**src/rtl/core/fdl_pkg.sv**
```systemverilog
package fdl_pkg;

   // field and storage widths
   localparam int AGE_WIDTH          = 16;
   localparam int LENGTH_WIDTH       = 32;
   localparam int CFG_WIDTH          = 16;
   localparam int CMP_WIDTH          = (AGE_WIDTH > CFG_WIDTH) ? AGE_WIDTH : CFG_WIDTH;
   localparam int BYTE_WIDTH         = 8;
   localparam int STATE_WIDTH        = 2;
   localparam int EVENT_WIDTH        = 2;
   localparam int FRAME_LENGTH_WIDTH = 32;
   localparam int COUNT_WIDTH        = 32;
   localparam int HDR_INDEX_WIDTH    = 3;
   localparam int WINDOW_DEPTH       = 4;
   localparam int FILL_WIDTH         = 3;
   localparam int ACC_WIDTH          = 24;

   // configuration port
   localparam int ADDR_WIDTH      = 4;
   localparam int DATA_WIDTH      = 32;
   localparam int CFG_INDEX_WIDTH = 2;

   localparam logic [CFG_INDEX_WIDTH-1:0] CFG_IDLE_TIMEOUT  = 2'd0;
   localparam logic [CFG_INDEX_WIDTH-1:0] CFG_STATE_TIMEOUT = 2'd1;
   localparam logic [CFG_INDEX_WIDTH-1:0] CFG_OFF_HOLD      = 2'd2;
   localparam logic [CFG_INDEX_WIDTH-1:0] CFG_IMAGE_GAP     = 2'd3;

   localparam logic [CFG_WIDTH-1:0] IDLE_TIMEOUT_RESET  = 16'd1000;
   localparam logic [CFG_WIDTH-1:0] STATE_TIMEOUT_RESET = 16'd1000;
   localparam logic [CFG_WIDTH-1:0] OFF_HOLD_RESET      = 16'd100;
   localparam logic [CFG_WIDTH-1:0] IMAGE_GAP_RESET     = 16'd500;

   // item kinds
   localparam logic KIND_BYTE = 1'b0;
   localparam logic KIND_TICK = 1'b1;

   // detection states
   localparam logic [STATE_WIDTH-1:0] ST_NONE   = 2'd0;
   localparam logic [STATE_WIDTH-1:0] ST_TARGET = 2'd1;
   localparam logic [STATE_WIDTH-1:0] ST_OTHER  = 2'd2;

   // frame events
   localparam logic [EVENT_WIDTH-1:0] EV_NONE   = 2'd0;
   localparam logic [EVENT_WIDTH-1:0] EV_ACCEPT = 2'd1;
   localparam logic [EVENT_WIDTH-1:0] EV_DROP   = 2'd2;
   localparam logic [EVENT_WIDTH-1:0] EV_END    = 2'd3;

   // parse phases
   localparam logic [1:0] PH_SCAN    = 2'd0;
   localparam logic [1:0] PH_STATE   = 2'd1;
   localparam logic [1:0] PH_HEADER  = 2'd2;
   localparam logic [1:0] PH_PAYLOAD = 2'd3;

   // header byte positions
   localparam logic [HDR_INDEX_WIDTH-1:0] HDR_STATE = 3'd0;
   localparam logic [HDR_INDEX_WIDTH-1:0] HDR_CLASS = 3'd1;
   localparam logic [HDR_INDEX_WIDTH-1:0] HDR_CONF  = 3'd2;
   localparam logic [HDR_INDEX_WIDTH-1:0] HDR_LEN0  = 3'd3;
   localparam logic [HDR_INDEX_WIDTH-1:0] HDR_LEN1  = 3'd4;
   localparam logic [HDR_INDEX_WIDTH-1:0] HDR_LEN2  = 3'd5;
   localparam logic [HDR_INDEX_WIDTH-1:0] HDR_LAST  = 3'd6;

   localparam logic [4*BYTE_WIDTH-1:0] MAGIC_IMAGE  = "VSTJ";
   localparam logic [4*BYTE_WIDTH-1:0] MAGIC_STATUS = "VSTS";

   localparam logic [AGE_WIDTH-1:0] AGE_MAX = '1;

   typedef struct packed {
      logic [CFG_WIDTH-1:0] idle_timeout;
      logic [CFG_WIDTH-1:0] state_timeout;
      logic [CFG_WIDTH-1:0] off_hold;
      logic [CFG_WIDTH-1:0] image_gap;
   } cfg_type;

   typedef struct packed {
      logic                   state_valid;
      logic [STATE_WIDTH-1:0] state_next;
      logic                   image_taken;
   } parse_type;

   function automatic logic [AGE_WIDTH-1:0] age_inc(input logic [AGE_WIDTH-1:0] age);
      return (age == AGE_MAX) ? age : age + AGE_WIDTH'(1);
   endfunction

endpackage

```
**src/rtl/core/fdl_req_if.sv**
```systemverilog
interface fdl_req_if;
   import fdl_pkg::*;

   logic                  valid;
   logic                  ready;
   logic                  kind;
   logic [BYTE_WIDTH-1:0] rx_byte;

   modport source (output valid, kind, rx_byte, input ready);
   modport sink   (input valid, kind, rx_byte, output ready);
endinterface

```
**src/rtl/core/fdl_rsp_if.sv**
```systemverilog
interface fdl_rsp_if;
   import fdl_pkg::*;

   logic                          valid;
   logic                          ready;
   logic                          red_led;
   logic                          green_led;
   logic [STATE_WIDTH-1:0]        detection_state;
   logic [EVENT_WIDTH-1:0]        frame_event;
   logic [BYTE_WIDTH-1:0]         frame_class;
   logic [BYTE_WIDTH-1:0]         frame_confidence;
   logic [FRAME_LENGTH_WIDTH-1:0] frame_length;
   logic [COUNT_WIDTH-1:0]        image_count;

   modport source (output valid, red_led, green_led, detection_state, frame_event,
                   frame_class, frame_confidence, frame_length, image_count,
                   input ready);
   modport sink   (input valid, red_led, green_led, detection_state, frame_event,
                   frame_class, frame_confidence, frame_length, image_count,
                   output ready);
endinterface

```
**src/rtl/core/fdl_parser.sv**
```systemverilog
module fdl_parser (
   input  logic                                 clock,
   input  logic                                 reset,
   input  logic                                 step,
   input  logic                                 kind,
   input  logic [fdl_pkg::BYTE_WIDTH-1:0]       rx_byte,
   input  logic [fdl_pkg::AGE_WIDTH-1:0]        image_age,
   input  logic [fdl_pkg::CFG_WIDTH-1:0]        image_gap,
   output fdl_pkg::parse_type                   parse_out,
   output logic [fdl_pkg::EVENT_WIDTH-1:0]      event_code,
   output logic [fdl_pkg::BYTE_WIDTH-1:0]       class_in,
   output logic [fdl_pkg::BYTE_WIDTH-1:0]       conf_in,
   output logic [fdl_pkg::LENGTH_WIDTH-1:0]     length_in,
   output logic [fdl_pkg::COUNT_WIDTH-1:0]      count_in
);
   import fdl_pkg::*;

   logic [BYTE_WIDTH-1:0]      window_ff [WINDOW_DEPTH];
   logic [BYTE_WIDTH-1:0]      window_in [WINDOW_DEPTH];
   logic [FILL_WIDTH-1:0]      fill_ff, fill_in;
   logic [1:0]                 phase_ff, phase_in;
   logic [HDR_INDEX_WIDTH-1:0] hidx_ff, hidx_in;
   logic [BYTE_WIDTH-1:0]      hstate_ff, hstate_in;
   logic [BYTE_WIDTH-1:0]      class_ff, conf_ff;
   logic [ACC_WIDTH-1:0]       acc_ff, acc_in;
   logic [LENGTH_WIDTH-1:0]    length_ff, left_ff, left_in, left_dec;
   logic [COUNT_WIDTH-1:0]     count_ff;
   logic [4*BYTE_WIDTH-1:0]    full_len;
   logic [4*BYTE_WIDTH-1:0]    window_word;
   logic                       window_full;

   always_comb begin
      window_in  = window_ff;
      fill_in    = fill_ff;
      phase_in   = phase_ff;
      hidx_in    = hidx_ff;
      hstate_in  = hstate_ff;
      class_in   = class_ff;
      conf_in    = conf_ff;
      acc_in     = acc_ff;
      length_in  = length_ff;
      left_in    = left_ff;
      count_in   = count_ff;
      event_code = EV_NONE;
      parse_out  = '0;
      left_dec   = (left_ff != '0) ? left_ff - LENGTH_WIDTH'(1) : left_ff;
      full_len   = {rx_byte, acc_ff};
      window_full = 1'b0;
      window_word = '0;

      if (step && kind == KIND_BYTE) begin
         unique case (phase_ff)
            PH_PAYLOAD: begin
               left_in = left_dec;
               if (left_dec == '0) begin
                  phase_in   = PH_SCAN;
                  event_code = EV_END;
               end
            end
            PH_STATE: begin
               phase_in = PH_SCAN;
               if (rx_byte <= BYTE_WIDTH'(ST_OTHER)) begin
                  parse_out.state_valid = 1'b1;
                  parse_out.state_next  = rx_byte[STATE_WIDTH-1:0];
               end
            end
            PH_HEADER: begin
               unique case (hidx_ff)
                  HDR_STATE: hstate_in          = rx_byte;
                  HDR_CLASS: class_in           = rx_byte;
                  HDR_CONF:  conf_in            = rx_byte;
                  HDR_LEN0:  acc_in[7:0]        = rx_byte;
                  HDR_LEN1:  acc_in[15:8]       = rx_byte;
                  HDR_LEN2:  acc_in[23:16]      = rx_byte;
                  default: ;
               endcase
               if (hidx_ff >= HDR_LAST) begin
                  // header complete: commit length, decide accept or drop
                  hidx_in   = HDR_STATE;
                  length_in = full_len[LENGTH_WIDTH-1:0];
                  left_in   = full_len[LENGTH_WIDTH-1:0];
                  phase_in  = PH_PAYLOAD;
                  if (hstate_ff <= BYTE_WIDTH'(ST_OTHER)) begin
                     parse_out.state_valid = 1'b1;
                     parse_out.state_next  = hstate_ff[STATE_WIDTH-1:0];
                  end
                  if (CMP_WIDTH'(image_age) < CMP_WIDTH'(image_gap)) begin
                     event_code = EV_DROP;
                  end else begin
                     event_code            = EV_ACCEPT;
                     parse_out.image_taken = 1'b1;
                     count_in              = count_ff + COUNT_WIDTH'(1);
                  end
               end else begin
                  hidx_in = hidx_ff + HDR_INDEX_WIDTH'(1);
               end
            end
            default: begin
               // scanning: shift byte into the magic window
               if (fill_ff < FILL_WIDTH'(WINDOW_DEPTH)) begin
                  window_in[fill_ff[1:0]] = rx_byte;
                  fill_in = fill_ff + FILL_WIDTH'(1);
               end else begin
                  for (int k = 0; k < WINDOW_DEPTH - 1; k++) begin
                     window_in[k] = window_ff[k+1];
                  end
                  window_in[WINDOW_DEPTH-1] = rx_byte;
               end
               window_full = (fill_ff >= FILL_WIDTH'(WINDOW_DEPTH - 1));
               window_word = {window_in[0], window_in[1], window_in[2], window_in[3]};
               if (window_full && window_word == MAGIC_STATUS) begin
                  phase_in = PH_STATE;
               end else if (window_full && window_word == MAGIC_IMAGE) begin
                  phase_in = PH_HEADER;
                  hidx_in  = HDR_STATE;
               end
            end
         endcase
      end
   end

   always_ff @(posedge clock) begin
      window_ff <= window_in;
      acc_ff    <= acc_in;
      if (reset) begin
         fill_ff   <= '0;
         phase_ff  <= PH_SCAN;
         hidx_ff   <= HDR_STATE;
         hstate_ff <= '0;
         class_ff  <= '0;
         conf_ff   <= '0;
         length_ff <= '0;
         left_ff   <= '0;
         count_ff  <= '0;
      end else begin
         fill_ff   <= fill_in;
         phase_ff  <= phase_in;
         hidx_ff   <= hidx_in;
         hstate_ff <= hstate_in;
         class_ff  <= class_in;
         conf_ff   <= conf_in;
         length_ff <= length_in;
         left_ff   <= left_in;
         count_ff  <= count_in;
      end
   end

endmodule

```
**src/rtl/core/fdl_lamp.sv**
```systemverilog
module fdl_lamp (
   input  logic                              clock,
   input  logic                              reset,
   input  logic                              step,
   input  logic                              kind,
   input  fdl_pkg::parse_type                parse_in,
   input  fdl_pkg::cfg_type                  cfg,
   output logic [fdl_pkg::AGE_WIDTH-1:0]     image_age,
   output logic [fdl_pkg::STATE_WIDTH-1:0]   shown_in
);
   import fdl_pkg::*;

   logic [AGE_WIDTH-1:0]   rx_age_ff, rx_age_in;
   logic [AGE_WIDTH-1:0]   st_age_ff, st_age_in;
   logic [AGE_WIDTH-1:0]   act_age_ff, act_age_in;
   logic [AGE_WIDTH-1:0]   img_age_ff, img_age_in;
   logic [STATE_WIDTH-1:0] shown_ff;
   logic [STATE_WIDTH-1:0] next_state;
   logic                   force_off;

   assign image_age = img_age_ff;

   always_comb begin
      rx_age_in  = rx_age_ff;
      st_age_in  = st_age_ff;
      act_age_in = act_age_ff;
      img_age_in = img_age_ff;
      shown_in   = shown_ff;
      next_state = shown_ff;
      force_off  = 1'b0;
      if (step) begin
         if (kind == KIND_TICK) begin
            rx_age_in  = age_inc(rx_age_ff);
            st_age_in  = age_inc(st_age_ff);
            act_age_in = age_inc(act_age_ff);
            img_age_in = age_inc(img_age_ff);
         end else begin
            rx_age_in = '0;
            if (parse_in.image_taken) img_age_in = '0;
            if (parse_in.state_valid) begin
               st_age_in  = '0;
               next_state = parse_in.state_next;
               if (parse_in.state_next != ST_NONE) act_age_in = '0;
            end
         end
         // fail safe on either timeout, decided on the updated ages
         force_off = (CMP_WIDTH'(rx_age_in) > CMP_WIDTH'(cfg.idle_timeout)) ||
                     (CMP_WIDTH'(st_age_in) > CMP_WIDTH'(cfg.state_timeout));
         if (force_off) next_state = ST_NONE;
         // hold the light on for a while after the last active state
         if (next_state == ST_NONE && CMP_WIDTH'(act_age_in) < CMP_WIDTH'(cfg.off_hold)) begin
            shown_in = shown_ff;
         end else if (force_off || (kind == KIND_BYTE && parse_in.state_valid)) begin
            shown_in = next_state;
         end
      end
   end

   always_ff @(posedge clock) begin
      if (reset) begin
         rx_age_ff  <= '0;
         st_age_ff  <= '0;
         act_age_ff <= '0;
         img_age_ff <= '0;
         shown_ff   <= ST_NONE;
      end else begin
         rx_age_ff  <= rx_age_in;
         st_age_ff  <= st_age_in;
         act_age_ff <= act_age_in;
         img_age_ff <= img_age_in;
         shown_ff   <= shown_in;
      end
   end

endmodule

```
**src/rtl/core/framed_detection_link_led_controller.sv**
```systemverilog
// Channel   Dir  Payload                                           Handshake
// req_ch    in   kind, rx_byte                                     valid/ready
// rsp_ch    out  red_led, green_led, detection_state, frame_event, valid/ready
//                frame_class, frame_confidence, frame_length,
//                image_count
// apb       in   psel, penable, pwrite, paddr, pwdata -> prdata    pready tied high
//
// One beat in, one beat out. A beat waits in the input register, is parsed and
// decided while it sits there, and its result lands in the output register;
// one beat per cycle sustained while the result side does not stall.
// Synchronous reset clears parser phase, ages, counters and shown state.
// A stalled result holds the output register and the input register behind it;
// the input side still takes a beat while the result waits if the input register is free.
module framed_detection_link_led_controller (
   input  logic                              clock,
   input  logic                              reset,
   fdl_req_if.sink                           req_ch,
   fdl_rsp_if.source                         rsp_ch,
   input  logic                              psel,
   input  logic                              penable,
   input  logic                              pwrite,
   input  logic [fdl_pkg::ADDR_WIDTH-1:0]    paddr,
   input  logic [fdl_pkg::DATA_WIDTH-1:0]    pwdata,
   output logic [fdl_pkg::DATA_WIDTH-1:0]    prdata,
   output logic                              pready
);
   import fdl_pkg::*;

   cfg_type                   cfg_ff;
   logic                      in_valid_ff;
   logic                      in_kind_ff;
   logic [BYTE_WIDTH-1:0]     in_byte_ff;
   logic                      out_valid_ff;
   logic                      step;
   logic [CFG_INDEX_WIDTH-1:0] cfg_index;

   parse_type                 parse_info;
   logic [EVENT_WIDTH-1:0]    event_code;
   logic [BYTE_WIDTH-1:0]     class_in, conf_in;
   logic [LENGTH_WIDTH-1:0]   length_in;
   logic [COUNT_WIDTH-1:0]    count_in;
   logic [AGE_WIDTH-1:0]      image_age;
   logic [STATE_WIDTH-1:0]    shown_in;

   logic                          red_ff, green_ff;
   logic [STATE_WIDTH-1:0]        state_ff;
   logic [EVENT_WIDTH-1:0]        event_ff;
   logic [BYTE_WIDTH-1:0]         class_ff, conf_ff;
   logic [FRAME_LENGTH_WIDTH-1:0] length_ff;
   logic [COUNT_WIDTH-1:0]        count_ff;

   // configuration registers
   assign pready    = 1'b1;
   assign cfg_index = paddr[ADDR_WIDTH-1:2];

   always_ff @(posedge clock) begin
      if (reset) begin
         cfg_ff.idle_timeout  <= IDLE_TIMEOUT_RESET;
         cfg_ff.state_timeout <= STATE_TIMEOUT_RESET;
         cfg_ff.off_hold      <= OFF_HOLD_RESET;
         cfg_ff.image_gap     <= IMAGE_GAP_RESET;
      end else if (psel && penable && pwrite && pready) begin
         unique case (cfg_index)
            CFG_IDLE_TIMEOUT:  cfg_ff.idle_timeout  <= pwdata[CFG_WIDTH-1:0];
            CFG_STATE_TIMEOUT: cfg_ff.state_timeout <= pwdata[CFG_WIDTH-1:0];
            CFG_OFF_HOLD:      cfg_ff.off_hold      <= pwdata[CFG_WIDTH-1:0];
            default:           cfg_ff.image_gap     <= pwdata[CFG_WIDTH-1:0];
         endcase
      end
   end

   always_comb begin
      unique case (cfg_index)
         CFG_IDLE_TIMEOUT:  prdata = DATA_WIDTH'(cfg_ff.idle_timeout);
         CFG_STATE_TIMEOUT: prdata = DATA_WIDTH'(cfg_ff.state_timeout);
         CFG_OFF_HOLD:      prdata = DATA_WIDTH'(cfg_ff.off_hold);
         default:           prdata = DATA_WIDTH'(cfg_ff.image_gap);
      endcase
   end

   // advance when the output register is empty or being drained
   assign step         = in_valid_ff && (!out_valid_ff || rsp_ch.ready);
   assign req_ch.ready = !in_valid_ff || step;

   always_ff @(posedge clock) begin
      if (req_ch.valid && req_ch.ready) begin
         in_kind_ff <= req_ch.kind;
         in_byte_ff <= req_ch.rx_byte;
      end
      if (reset) begin
         in_valid_ff <= 1'b0;
      end else if (req_ch.ready) begin
         in_valid_ff <= req_ch.valid;
      end
   end

   fdl_parser u_parser (
      .clock      (clock),
      .reset      (reset),
      .step       (step),
      .kind       (in_kind_ff),
      .rx_byte    (in_byte_ff),
      .image_age  (image_age),
      .image_gap  (cfg_ff.image_gap),
      .parse_out  (parse_info),
      .event_code (event_code),
      .class_in   (class_in),
      .conf_in    (conf_in),
      .length_in  (length_in),
      .count_in   (count_in)
   );

   fdl_lamp u_lamp (
      .clock     (clock),
      .reset     (reset),
      .step      (step),
      .kind      (in_kind_ff),
      .parse_in  (parse_info),
      .cfg       (cfg_ff),
      .image_age (image_age),
      .shown_in  (shown_in)
   );

   always_ff @(posedge clock) begin
      if (step) begin
         red_ff    <= (shown_in == ST_TARGET);
         green_ff  <= (shown_in == ST_OTHER);
         state_ff  <= shown_in;
         event_ff  <= event_code;
         class_ff  <= class_in;
         conf_ff   <= conf_in;
         length_ff <= FRAME_LENGTH_WIDTH'(length_in);
         count_ff  <= count_in;
      end
      if (reset) begin
         out_valid_ff <= 1'b0;
      end else if (step) begin
         out_valid_ff <= 1'b1;
      end else if (rsp_ch.ready) begin
         out_valid_ff <= 1'b0;
      end
   end

   assign rsp_ch.valid            = out_valid_ff;
   assign rsp_ch.red_led          = red_ff;
   assign rsp_ch.green_led        = green_ff;
   assign rsp_ch.detection_state  = state_ff;
   assign rsp_ch.frame_event      = event_ff;
   assign rsp_ch.frame_class      = class_ff;
   assign rsp_ch.frame_confidence = conf_ff;
   assign rsp_ch.frame_length     = length_ff;
   assign rsp_ch.image_count      = count_ff;

endmodule

```
**src/flat_wrapper.sv**
```systemverilog
// flat-port wrapper written by rule: the top's interface ports become plain ports
module framed_detection_link_led_controller_flat import fdl_pkg::*;
  (clock, reset, psel, penable, pwrite, paddr, pwdata, prdata, pready, req_ch_valid, req_ch_kind, req_ch_rx_byte, req_ch_ready, rsp_ch_valid, rsp_ch_red_led, rsp_ch_green_led, rsp_ch_detection_state, rsp_ch_frame_event, rsp_ch_frame_class, rsp_ch_frame_confidence, rsp_ch_frame_length, rsp_ch_image_count, rsp_ch_ready);
  fdl_req_if req_ch_i ();
  fdl_rsp_if rsp_ch_i ();
  input  logic clock;
  input  logic reset;
  input  logic psel;
  input  logic penable;
  input  logic pwrite;
  input  logic [fdl_pkg::ADDR_WIDTH-1:0] paddr;
  input  logic [fdl_pkg::DATA_WIDTH-1:0] pwdata;
  output logic [fdl_pkg::DATA_WIDTH-1:0] prdata;
  output logic pready;
  input wire logic [$bits(req_ch_i.valid)-1:0] req_ch_valid;
  input wire logic [$bits(req_ch_i.kind)-1:0] req_ch_kind;
  input wire logic [$bits(req_ch_i.rx_byte)-1:0] req_ch_rx_byte;
  output wire logic [$bits(req_ch_i.ready)-1:0] req_ch_ready;
  output wire logic [$bits(rsp_ch_i.valid)-1:0] rsp_ch_valid;
  output wire logic [$bits(rsp_ch_i.red_led)-1:0] rsp_ch_red_led;
  output wire logic [$bits(rsp_ch_i.green_led)-1:0] rsp_ch_green_led;
  output wire logic [$bits(rsp_ch_i.detection_state)-1:0] rsp_ch_detection_state;
  output wire logic [$bits(rsp_ch_i.frame_event)-1:0] rsp_ch_frame_event;
  output wire logic [$bits(rsp_ch_i.frame_class)-1:0] rsp_ch_frame_class;
  output wire logic [$bits(rsp_ch_i.frame_confidence)-1:0] rsp_ch_frame_confidence;
  output wire logic [$bits(rsp_ch_i.frame_length)-1:0] rsp_ch_frame_length;
  output wire logic [$bits(rsp_ch_i.image_count)-1:0] rsp_ch_image_count;
  input wire logic [$bits(rsp_ch_i.ready)-1:0] rsp_ch_ready;
  assign req_ch_i.valid = req_ch_valid;
  assign req_ch_i.kind = req_ch_kind;
  assign req_ch_i.rx_byte = req_ch_rx_byte;
  assign req_ch_ready = req_ch_i.ready;
  assign rsp_ch_valid = rsp_ch_i.valid;
  assign rsp_ch_red_led = rsp_ch_i.red_led;
  assign rsp_ch_green_led = rsp_ch_i.green_led;
  assign rsp_ch_detection_state = rsp_ch_i.detection_state;
  assign rsp_ch_frame_event = rsp_ch_i.frame_event;
  assign rsp_ch_frame_class = rsp_ch_i.frame_class;
  assign rsp_ch_frame_confidence = rsp_ch_i.frame_confidence;
  assign rsp_ch_frame_length = rsp_ch_i.frame_length;
  assign rsp_ch_image_count = rsp_ch_i.image_count;
  assign rsp_ch_i.ready = rsp_ch_ready;
  framed_detection_link_led_controller u_core (.clock(clock), .reset(reset), .req_ch(req_ch_i), .rsp_ch(rsp_ch_i), .psel(psel), .penable(penable), .pwrite(pwrite), .paddr(paddr), .pwdata(pwdata), .prdata(prdata), .pready(pready));
endmodule
```
**config.mk**
```make
export PLATFORM = sky130hd
export DESIGN_NAME = framed_detection_link_led_controller_flat
export DESIGN_NICKNAME = d
export VERILOG_FILES = /design/src/rtl/core/fdl_pkg.sv /design/src/rtl/core/fdl_req_if.sv /design/src/rtl/core/fdl_rsp_if.sv /design/src/rtl/core/fdl_parser.sv /design/src/rtl/core/fdl_lamp.sv /design/src/rtl/core/framed_detection_link_led_controller.sv /design/src/flat_wrapper.sv
export SDC_FILE = /design/constraint.sdc
export NUM_CORES = 1
export LEC_CHECK = 0
export BUFFER_PORTS_ARGS = -buffer_cell sky130_fd_sc_hd__buf_2
export CAP_MARGIN = 0
export CORE_AREA = 2 2 238 263
export CTS_CLUSTER_SIZE = 10
export DETAILED_ROUTE_END_ITERATION = 7
export DIE_AREA = 0 0 240 265
export GPL_ROUTABILITY_DRIVEN = 0
export PLACE_DENSITY = 0.5
export SYNTH_ARGS = -nofsm -noshare
export SYNTH_HDL_FRONTEND = slang
export SYNTH_HIERARCHICAL = 1
export SYNTH_SLANG_ARGS = --single-unit
```
**constraint.sdc**
```tcl
create_clock -name clock -period 10.7 [get_ports clock]
set_input_delay 0.535 -clock clock [delete_from_list [all_inputs] [get_ports clock]]
set_output_delay 0.535 -clock clock [all_outputs]
set_load 0.03 [all_outputs]
```
After elaboration in Yosys (flattened, before gate mapping)
Index checks and enable logic that the tools add are counted.
Operators by class
  add/sub/neg operators: 8
  $mul: 0
  div/mod/pow operators: 0
  order comparisons: 11
  equal/unequal tests: 22
  shift operators: 0
  muxes and demuxes: 67
  bitwise gates (word level): 5
  reductions and logical operators: 44
Operators by type and width (count)
  2-to-1 mux 32 bit: 12
  2-to-1 mux 16 bit: 15
  adder 16 x 1 -> 16 bit (second input constant): 4
  equality test 16 bit (second input constant): 4
  equality test 32 x 31 -> 1 bit (second input constant): 2
  one-hot mux 32 bit (2 select lines): 1
  2-to-1 mux 8 bit: 7
  one-hot mux 16 bit (3 select lines): 1
  adder 32 x 1 -> 32 bit (second input constant): 1
  bitwise mux 32 bit: 1
  greater-than comparator 16 bit: 2
  logical NOT 32 bit: 1
  less-than comparator 16 bit: 2
  nonzero test 32 bit: 1
  subtractor 32 x 1 -> 32 bit (second input constant): 1
  2-to-1 mux 2 bit: 14
  AND reduction 3 bit: 7
  demux 8 bit (select 2 bit): 1
  <= comparator 8 x 2 -> 1 bit (second input constant): 2
  2-to-1 mux 3 bit: 5
  one-hot mux 3 bit (2 select lines): 2
  logical AND 1 bit: 10
  AND reduction 2 bit: 5
  nonzero test 2 bit: 5
  26 further kinds: 51
Word-level totals
  register bits: 411
  bits in latches: 0
  memory bits (writable): 0
  bits in read-only memories: 0
  input port bits: 52
  output and inout bits: 121
  word-level logic and storage cells: 194
  memories: 0

Longest topological paths before layout
Gate-level depths: netlist of the first run.
  word-level depth: 17
  mapped depth: 22

By module
Netlist of the first run, hierarchy kept.
Modules (own cells, without submodules)
  fdl_parser: instances 1, cells each 1084, area each 9939.5 sq um
  framed_detection_link_led_controller: instances 1, cells each 398, area each 6049.6 sq um
  fdl_lamp: instances 1, cells each 684, area each 5163.7 sq um

Worst setup path before layout of the first run
OpenSTA, ideal clock, no wires.
  path type: input port to flip-flop
  start point: in rsp_ch_ready
  end point: reg u_core.red_ff (netlist: u_core/rsp_ch.red_led) (data pin)
  setup time: 0.254 ns
  data arrival time: 7.815 ns
  setup slack: 2.630 ns
  stages: 17
  buffers on the path: 1
  cell sequence: nor2b_1 nor2b_1 nor2b_1 nand2_1 nor2_1 nor2b_1 clkbuf_1 a31o_1 mux2i_1 ha_1 nand2_1 or4_1 o221a_1 o22ai_1 or3_1 nand3_1 nor2b_1
RTL lines
  start, declared: line flat_wrapper.sv:28  | input wire logic [$bits(rsp_ch_i.ready)-1:0] rsp_ch_ready;
  end signal, assigned: line framed_detection_link_led_controller.sv:126  | red_ff <= (shown_in == ST_TARGET);
  end, declared: line framed_detection_link_led_controller.sv:45  | logic red_ff, green_ff;

==> results of run 1 <==
## stage by stage
step / total power, W / worst slack, ns / hold WS [ns] / cells
6_report: 0.00350 / 5.59 / 0.114 / 3122
5_1_grt: 0.00364 / 5.17 / 0.0826 / 3121
4_1_cts: 0.00356 / 5.62 / 0.0781 / 3121
3_5_place_dp: 0.00190 / 5.54 / 0.450 / 3031
3_3_place_gp: 0.00190 / 5.63 / 0.444 / 3031
2_1_floorplan: 0.00184 / 2.63 / 0.436 / 2181
## worst min-delay path by stage
stage                                                 to                                 startpoint  slack (ns)  depth (start not counted)
2_1_floorplan  u_core/u_parser/hstate_ff[6]$_SDFFE_PP0P_  u_core/u_parser/hstate_ff[6]$_SDFFE_PP0P_        0.44                          2
3_3_place_gp   u_core/u_parser/hstate_ff[5]$_SDFFE_PP0P_  u_core/u_parser/hstate_ff[5]$_SDFFE_PP0P_        0.44                          2
3_5_place_dp   u_core/u_parser/hstate_ff[4]$_SDFFE_PP0P_  u_core/u_parser/hstate_ff[4]$_SDFFE_PP0P_        0.45                          2
4_1_cts                   u_core/in_byte_ff[1]$_DFFE_PP_                          req_ch_rx_byte[1]        0.08                          1
5_1_grt                   u_core/in_byte_ff[5]$_DFFE_PP_                          req_ch_rx_byte[5]        0.08                          1
6_report                  u_core/in_byte_ff[2]$_DFFE_PP_                          req_ch_rx_byte[2]        0.11                          1
## state kept, by name, summed over array words and instances (netlist names), 24 cells and up
| signal | count |
|---|---|
| u_core/u_parser/window_ff | 32 |
| u_core/cfg_ff | 64 |
| u_core/u_parser/acc_ff | 24 |
| u_core/rsp_ch.frame_length | 32 |
| u_core/u_parser/left_ff | 32 |
| u_core/u_parser/count_ff | 32 |
| u_core/rsp_ch.image_count | 32 |
| u_core/u_parser/length_ff | 32 |
## cells by family after synthesis
group / after synthesis
AO/OA/AOI/OAI: 343
XOR/XNOR: 67
AND/OR/NAND/NOR: 835
other: 2
flip-flops: 411
multiplexers: 187
buffers and inverters: 237
adder cells (fa/ha/maj): 84
## layer usage
layer	wire length, um	share of wire
met1	25500	0.45
met2	27300	0.48
met3	2270	0.040
met4	1230	0.022
met5	0	0
## cells in the final DEF, fill, tap and decap left out, types with 74 or more instances in the layout
cell        n
dfxtp_1   260
buf_2     136
nand2_1   178
nor2b_1   100
a21oi_1    90
o21ai_0   101
nor2_1    174
nand3_1    76
nor3_1     74
inv_1      99
edfxtp_1  151
ha_1       83
mux2i_1   111
## final cells by class
class	count	area, um2
clock buffers	83	1460
clock inverters	7	105
repair buffers	162	895
diodes	1	2.50
inverters	101	379
fillers	6164	36800
multi-input cells	1533	10500
flip-flops and latches	411	9740
well taps	824	1030
## worst register-to-register path: stages, from the launching register on
cell and delay [ns]:
dfxtp_1 0.40, inv_1 0.09, ha_1 0.22, o21ai_0 0.58, nor2_1 0.22, and3_1 0.24
nor2_1 0.11, nor2_1 0.06, nor2b_1 0.13, buf_4 0.19, o21ai_1 0.10, buf_4 0.23
nand2_1 0.08, mux2i_1 0.21, ha_1 0.29, a21oi_1 0.14, o21ai_0 0.14, a2111oi_0 0.41
nand3_1 0.13, o31ai_1 0.44, o211ai_1 0.21, nand3_1 0.18, nor2b_1 0.06
## where the power goes
group          total (W)  internal [W]  switching [W]
logic           0.000199     0.0000570       0.000142
registers        0.00166       0.00165      0.0000165
clock network    0.00164      0.000972       0.000669
==> results.cfg, run 1 <==
[setup_path]
crit_buf_inv = 3
cp_top_family = compound AO/OA/AOI/OAI gates
path_common_cell = nor2_1
cp_cell_sequence = inv_1 -> ha_1 -> o21ai_0 -> nor2_1 -> and3_1 -> nor2_1 -> nor2_1 -> nor2b_1 -> buf_4 -> o21ai_1 -> buf_4 -> nand2_1 -> mux2i_1 -> ha_1 -> a21oi_1 -> o21ai_0 -> a2111oi_0 -> nand3_1 -> o31ai_1 -> o211ai_1 -> nand3_1 -> nor2b_1
max_stage_delay_ns = 0.58
rrSetupSlack_ns = 5.59
ff2ff_path_depth = 22
cp_slowest_cell = o21ai_0
cp-end-kind = register
worstSetupStartpoint = u_core/u_parser/hidx_ff[0]$_SDFFE_PP0P_
reg2reg_from = u_core/u_parser/hidx_ff[0]$_SDFFE_PP0P_
path_depth = 22
worstSetupPathType = reg2reg
crit_path_end = u_core/rsp_ch.green_led$_DFFE_PP_
required_ns = 11.04
rr_endpoint = u_core/rsp_ch.green_led$_DFFE_PP_
start_kind = register
cp.arrival_ns = 5.45
path_max_fanout = 15

[cts]
clock_sinks = 411
clockRootBuffer = clkbuf_16
clk_latency_ns = 0.60
htree_num_levels = 2
clk_pin_slew_ns = 0.06
cts_made_buffers = 50
cts_resized = 0
cts_setup_buffers = 0
postCtsHoldBufs = 0
clockBufferDepth = 3
cts_tree = done

[floorplan]
dieArea_um2 = 63600
fp.coreArea_um2 = 60900
ios = 173
die_w_um = 240
start_util = 0.348
num_rows = 95
die_h_um = 265

[synth]
syn_area_um2 = 21200
synth-compound-area-share = 0.102
yosysTopAreaCell = dfxtp_1
ys_ff_latch = 411
yosys.area_share.xor_xnor = 0.0277
syn_avg_cell_area_um2 = 9.77
synth_top_area_share = 0.246
synth-simple-area-share = 0.208
yosysMostFrequentCell = dfxtp_1
yosys-top-cells-area = dfxtp_1 (25%), edfxtp_1 (21%), mux2i_1 (5.3%), ha_1 (5.0%), mux2_2 (3.2%)
synth_top_family_by_area = simple AND/OR/NAND/NOR gates
ys_seq_area_frac = 0.460
synth_adder_area_share = 0.0497
synthArstFlopShare = 0
synth_edf_count = 151
synth.distinct_cells = 88
synthFlopType = dfxtp_1
synthTopCellsByCount = dfxtp_1 (260), nand2_1 (178), nor2_1 (174)
synthMuxAreaShare = 0.103
syn_inst = 2166
ys_warn_count = 6

[global_routing]
grt.busiest_layer = met2
grt_max_degree = 137
use_met1 = 0.229
grtUsageTotal = 0.175
use_met2 = 0.298
grt_pass1_wl_um = 88400
met3_usage = 0.0292
antenna_found_initial = 1
grt_pass1_vias = 15700
grt_overflow = 0

[final_layout]
drive_above_1_share = 0.149
fin_area_um2 = 24100
area_delta_synth_final_pct = 13.7
layout.nets = 2395
fin_util = 0.395

[timing]
worst_pin_slew_ns = 1.19
period_needed_ns = 5.11
fin_worst_skew_ns = 0.0209
max_freq_ghz = 0.196
setup_viol = 0
slew_headroom = 0.205
rsz0062_at_grt = no
hold_viol = 0
finalSetupTns_ns = 0
finalCritPeriodShare = 0.478
maxSlewViolCount = 0

[power_and_ir_drop]
leakagePower_nw = 9.40
power_density_nw_per_um2 = 146
ir_drop_uv = 122

[routing]
drt-vias-per-instance = 5.16
drt.antenna.violating_nets = 0
wl_um = 56300
drtPass1Iterations = 7
vias = 16100
drc = 0
drtIter0Drc = 1168
drt-wirelength-per-cell_um = 18.0

[status]
outcome = complete, no violations

[place]
port_buffers = 137
post_dp_cell_area_um2 = 22500
hpwl_um = 38300

[run]
drv_cap = 0

[worst_hold_path]
hold_class = in2reg
No activity file was read; power rests on OpenSTA's default activity.
==> run 2: changes to the inputs <==
Clock period 10.7 ns to 5.2 ns, I/O delays scaled along.
==> results.cfg, run 2 (synthesis gave the netlist of run 1 again) <==
[setup_path]
start_kind = register
cp-end-kind = register
path_max_fanout = 10
worstSetupPathType = reg2reg
required_ns = 5.54
cp.arrival_ns = 4.95

[final_layout]
area_delta_synth_final_pct = 15.0
n_antenna_cell = 0
fin_area_um2 = 24300
mostFrequentLayoutCells = dfxtp_1 (260), nand2_1 (178), nor2_1 (174)
final_common_cell = dfxtp_1
drive_above_1_share = 0.152
layout.nets = 2422
largest_reg_flops = 64
nFillCells = 6105
largest_register = u_core/cfg_ff

[global_routing]
grt_pass1_vias = 15700
grt_overflow = 0
grt.busiest_layer = met2
antenna_found_initial = 0
use_met2 = 0.297
use_met1 = 0.237
grt_max_degree = 145
grtUsageTotal = 0.176
met3_usage = 0.0262
grt_pass1_wl_um = 89200

[power_and_ir_drop]
ir_drop_uv = 211
leakagePower_nw = 9.53
power_density_nw_per_um2 = 296
finalPower_w = 0.00721

[place]
hpwl_um = 38800
post_dp_cell_area_um2 = 22600
port_buffers = 137

[floorplan]
ios = 173
num_rows = 95
dieArea_um2 = 63600
die_h_um = 265
die_w_um = 240
fp.coreArea_um2 = 60900
start_util = 0.348

[timing]
worst_pin_slew_ns = 0.971
rsz0062_at_grt = no
fin_worst_skew_ns = 0.0157
maxSlewViolCount = 0
finalCritPeriodShare = 0.886
hold_viol = 0
slew_headroom = 0.348
period_needed_ns = 4.61
setup_viol = 0
max_freq_ghz = 0.217
finalSetupTns_ns = 0

[cts]
clockBufferDepth = 3
cts_tree = done
cts_setup_buffers = 0
htree_num_levels = 2
clockRootBuffer = clkbuf_16
clk_pin_slew_ns = 0.05
clk_latency_ns = 0.59
clock_sinks = 411
cts_made_buffers = 51

[routing]
drtIter0Drc = 1100
vias = 16300
drtPass1Iterations = 7
drt.antenna.violating_nets = 0
drc = 0
wl_um = 56800
drt-wirelength-per-cell_um = 18.1
drt-vias-per-instance = 5.16

[status]
outcome = complete, no violations

[run]
drv_cap = 0

[worst_hold_path]
hold_class = in2reg
run 2: changes by cell type in the layout (fill, tap and decap cells not counted), moves of 2 or more:
cell	change
buf_4	+5
clkbuf_1	-2
clkbuf_8	+2
clkinv_2	+3
dlygate4sd3_1	+20
run 2: critical path, stage by stage (launching register included):
cell      delay (ns)
dfxtp_1         0.40
inv_1           0.09
ha_1            0.22
o21ai_0         0.24
nor2_1          0.15
and3_1          0.20
nor2_1          0.11
nor2_1          0.06
nor2b_1         0.15
buf_4           0.20
a211oi_1        0.44
ha_1            0.22
nand4_1         0.13
or4_1           0.54
o221a_1         0.27
o22ai_1         0.43
or3_1           0.21
nand3_1         0.12
nor2b_1         0.16
run 2: power by group:
group	total [W]	switching [W]	internal (W)	leakage, nW
Sequential	0.00342	0.0000349	0.00339	3.50
Clock	0.00336	0.00138	0.00198	0.760
Combinational	0.000424	0.000296	0.000128	5.27
run 2: through the flow:
| stage | util | hold slack, ns | setup WS (ns) | instances |
|---|---|---|---|---|
| after floorplan | - | 0.359 | 0.00294 | 2181 |
| after global placement | 0.371 | 0.444 | 0.641 | 3037 |
| after detailed placement | 0.371 | 0.449 | 0.491 | 3037 |
| after CTS | 0.400 | 0.00423 | 0.453 | 3149 |
| after global routing | 0.400 | 0.0359 | 0.188 | 3149 |
| final | 0.400 | 0.0570 | 0.595 | 3149 |
run 2: area by class of cell:
cell class / count / area, um2 / area share
Sequential cell: 411 / 9740 / 0.400
Tap cell: 824 / 1030 / 0.0424
Clock inverter: 9 / 90.1 / 0.00370
Multi-Input combinational cell: 1533 / 10500 / 0.430
Timing Repair Buffer: 188 / 1150 / 0.0474
Inverter: 101 / 379 / 0.0156
Clock buffer: 83 / 1480 / 0.0607
run 2: final timing paths:
kind	start	to	slack (ns)	cells past startpoint
hold reg to reg	u_core/u_parser/hstate_ff[7]$_SDFFE_PP0P_	u_core/u_parser/hstate_ff[7]$_SDFFE_PP0P_	0.47	2
setup / recovery	u_core/u_parser/hidx_ff[0]$_SDFFE_PP0P_	u_core/rsp_ch.red_led$_DFFE_PP_	0.59	18
setup reg to reg	u_core/u_parser/hidx_ff[0]$_SDFFE_PP0P_	u_core/rsp_ch.red_led$_DFFE_PP_	0.59	18
hold / removal	pwdata[10]	u_core/cfg_ff[10]$_SDFFE_PP0P_	0.06	3
run 2: layer usage:
layer,part of all wire,routed length (um)
met1,0.47,26600
met3,0.039,2210
met5,0,0
met4,0.019,1090
met2,0.47,27000
run 2: timing repair:
action | 4_1_cts | 5_1_grt
endpoints found under the hold margin | 42 | 0
gates resized for setup | 0 | 1
setup endpoints to repair | 0 | 2
hold buffers | 20 | 0
==> run 3: changes to the inputs <==
Settings changed: CTS_BUF_LIST from default to sky130_fd_sc_hd__clkbuf_8, MAX_ROUTING_LAYER from default to met4.
==> results.cfg, run 3 (synthesis gave the netlist of run 1 again) <==
[routing]
drt-wirelength-per-cell_um = 18.0
drc = 0
drt.antenna.violating_nets = 0
drtIter0Drc = 1100
drt-vias-per-instance = 5.18
vias = 16600
drtPass1Iterations = 7
wl_um = 57700

[setup_path]
worstSetupPathType = reg2reg
path_common_cell = nor2_1
start_kind = register
rrSetupSlack_ns = 0.56
path_max_fanout = 10
cp.arrival_ns = 5.03
cp_slowest_cell = or4_1
cp_cell_sequence = inv_1 -> ha_1 -> o21ai_0 -> nor2_1 -> and3_1 -> nor2_1 -> nor2_1 -> nor2b_1 -> buf_4 -> nor3b_1 -> ha_1 -> nand4_1 -> or4_1 -> o221a_1 -> o22ai_1 -> or3_1 -> nand3_1 -> nor2b_1
required_ns = 5.58
max_stage_delay_ns = 0.54
cp-end-kind = register

[global_routing]
grt_pass1_wl_um = 89800
grt_overflow = 0
grtUsageTotal = 0.184
antenna_found_initial = 1
grt_max_degree = 145
grt_pass1_vias = 16100

[cts]
cts_tree = done
htree_num_levels = 3
cts_made_buffers = 76
clk_latency_ns = 0.66
clk_pin_slew_ns = 0.06
clockRootBuffer = clkbuf_8
clock_sinks = 411
clockBufferDepth = 3
cts_setup_buffers = 0

[power_and_ir_drop]
pwr-share-comb = 0.063
p_sw_frac = 0.257
net-switching-power_w = 0.00176
pwr-share-clk = 0.436
power.internal_w = 0.00508
power_density_nw_per_um2 = 282
leakagePower_nw = 9.64
seq_power_share = 0.501
ir_drop_uv = 154

[place]
port_buffers = 137
hpwl_um = 38800
pre_cts_ws_ns = 0.491

[timing]
slew_headroom = 0.333
max_freq_ghz = 0.215
setup_ws_ns = 0.557
setup_viol = 0
worst_pin_slew_ns = 0.993
period_needed_ns = 4.64
rsz0062_at_grt = no
hold_viol = 0
fin_worst_skew_ns = 0.0283
finalSetupTns_ns = 0
maxSlewViolCount = 0
finalCritPeriodShare = 0.893

[floorplan]
fp.coreArea_um2 = 60900
num_rows = 95
start_util = 0.348
dieArea_um2 = 63600
die_w_um = 240
die_h_um = 265
ios = 173

[final_layout]
area_delta_synth_final_pct = 14.7
largest_reg_flops = 64
final_common_cell = dfxtp_1
largest_register = u_core/cfg_ff
layout.nets = 2454
drive_above_1_share = 0.165
mostFrequentLayoutCells = dfxtp_1 (260), nand2_1 (178), nor2_1 (174)

[status]
outcome = complete, no violations

[worst_hold_path]
hold_class = in2reg

[run]
drv_cap = 0
==> run 3: changes by cell type in the layout (fill, tap and decap cells not counted), sizes merged <==
cell | previous run | this run
inv | 103 | 130
clkinv | 5 | 19
dlygate4sd3 | 20 | 27
clkinvlp | 1 | 4
clkbuf | 84 | 86
diode | 0 | 1
==> run 3: per-stage QoR <==
| step | hold slack, ns | total power [W] | util | instances | area [um2] |
|---|---|---|---|---|---|
| CTS | 0.00462 | 0.00696 | 0.399 | 3202 | 24300 |
| global route | 0.0523 | 0.00715 | 0.399 | 3203 | 24300 |
| finish | 0.0782 | 0.00684 | 0.399 | 3203 | 24300 |
| floorplan | 0.359 | 0.00378 | - | 2181 | 21200 |
| global placement | 0.444 | 0.00390 | 0.371 | 3037 | 22600 |
| detailed placement | 0.449 | 0.00391 | 0.371 | 3037 | 22600 |
==> run 3: layout make-up <==
| class | count | area (um2) |
|---|---|---|
| Sequential cell | 411 | 9740 |
| Antenna cell | 1 | 2.50 |
| Inverter | 101 | 379 |
| Multi-Input combinational cell | 1533 | 10500 |
| Clock buffer | 85 | 1170 |
| Clock inverter | 53 | 269 |
| Fill cell | 6147 | 36600 |
| Timing Repair Buffer | 195 | 1220 |
| Tap cell | 824 | 1030 |
==> run 3: layer usage <==
layer  vias up  wire length, um  GRT usage
li1       8037                -          -
met1      8086            26700      0.233
met2       369            27400      0.298
met3        84             2320     0.0313
met4         0             1300     0.0609
met5         -                0          -
==> run 3: path summary, 6_finish.rpt <==
path,from,end,cells past startpoint
worst min-delay path,pwdata[0],u_core/cfg_ff[16]$_SDFFE_PP0P_,3
worst max-delay path,u_core/u_parser/hidx_ff[0]$_SDFFE_PP0P_,u_core/rsp_ch.green_led$_DFFE_PP_,18
worst max register to register,u_core/u_parser/hidx_ff[0]$_SDFFE_PP0P_,u_core/rsp_ch.green_led$_DFFE_PP_,18
worst min register to register,u_core/u_parser/hstate_ff[2]$_SDFFE_PP0P_,u_core/u_parser/hstate_ff[2]$_SDFFE_PP0P_,2
==> run 3: worst max-delay path: cells and delay by family, from the launching register on <==
family | cells | cell delay (ns)
simple gates | 11 | 2.23
compound gates | 3 | 0.98
fa+ha+maj | 2 | 0.45
flops | 1 | 0.40
buf+inv | 2 | 0.29
==> run 3: timing repair <==
action | 4_1_cts | 5_1_grt
hold buffers | 27 | 0
setup endpoints to repair | 0 | 2
resized for setup | 0 | 1
endpoints found under the hold margin | 69 | 0
==> run 3: power groups by stage <==
stage | logic [W] | clock network, W | registers (W)
2_1_floorplan | 0.000235 | 0 | 0.00354
3_3_place_gp | 0.000412 | 0 | 0.00349
3_5_place_dp | 0.000416 | 0 | 0.00349
4_1_cts | 0.000433 | 0.00310 | 0.00342
5_1_grt | 0.000464 | 0.00326 | 0.00343
6_report | 0.000429 | 0.00298 | 0.00342
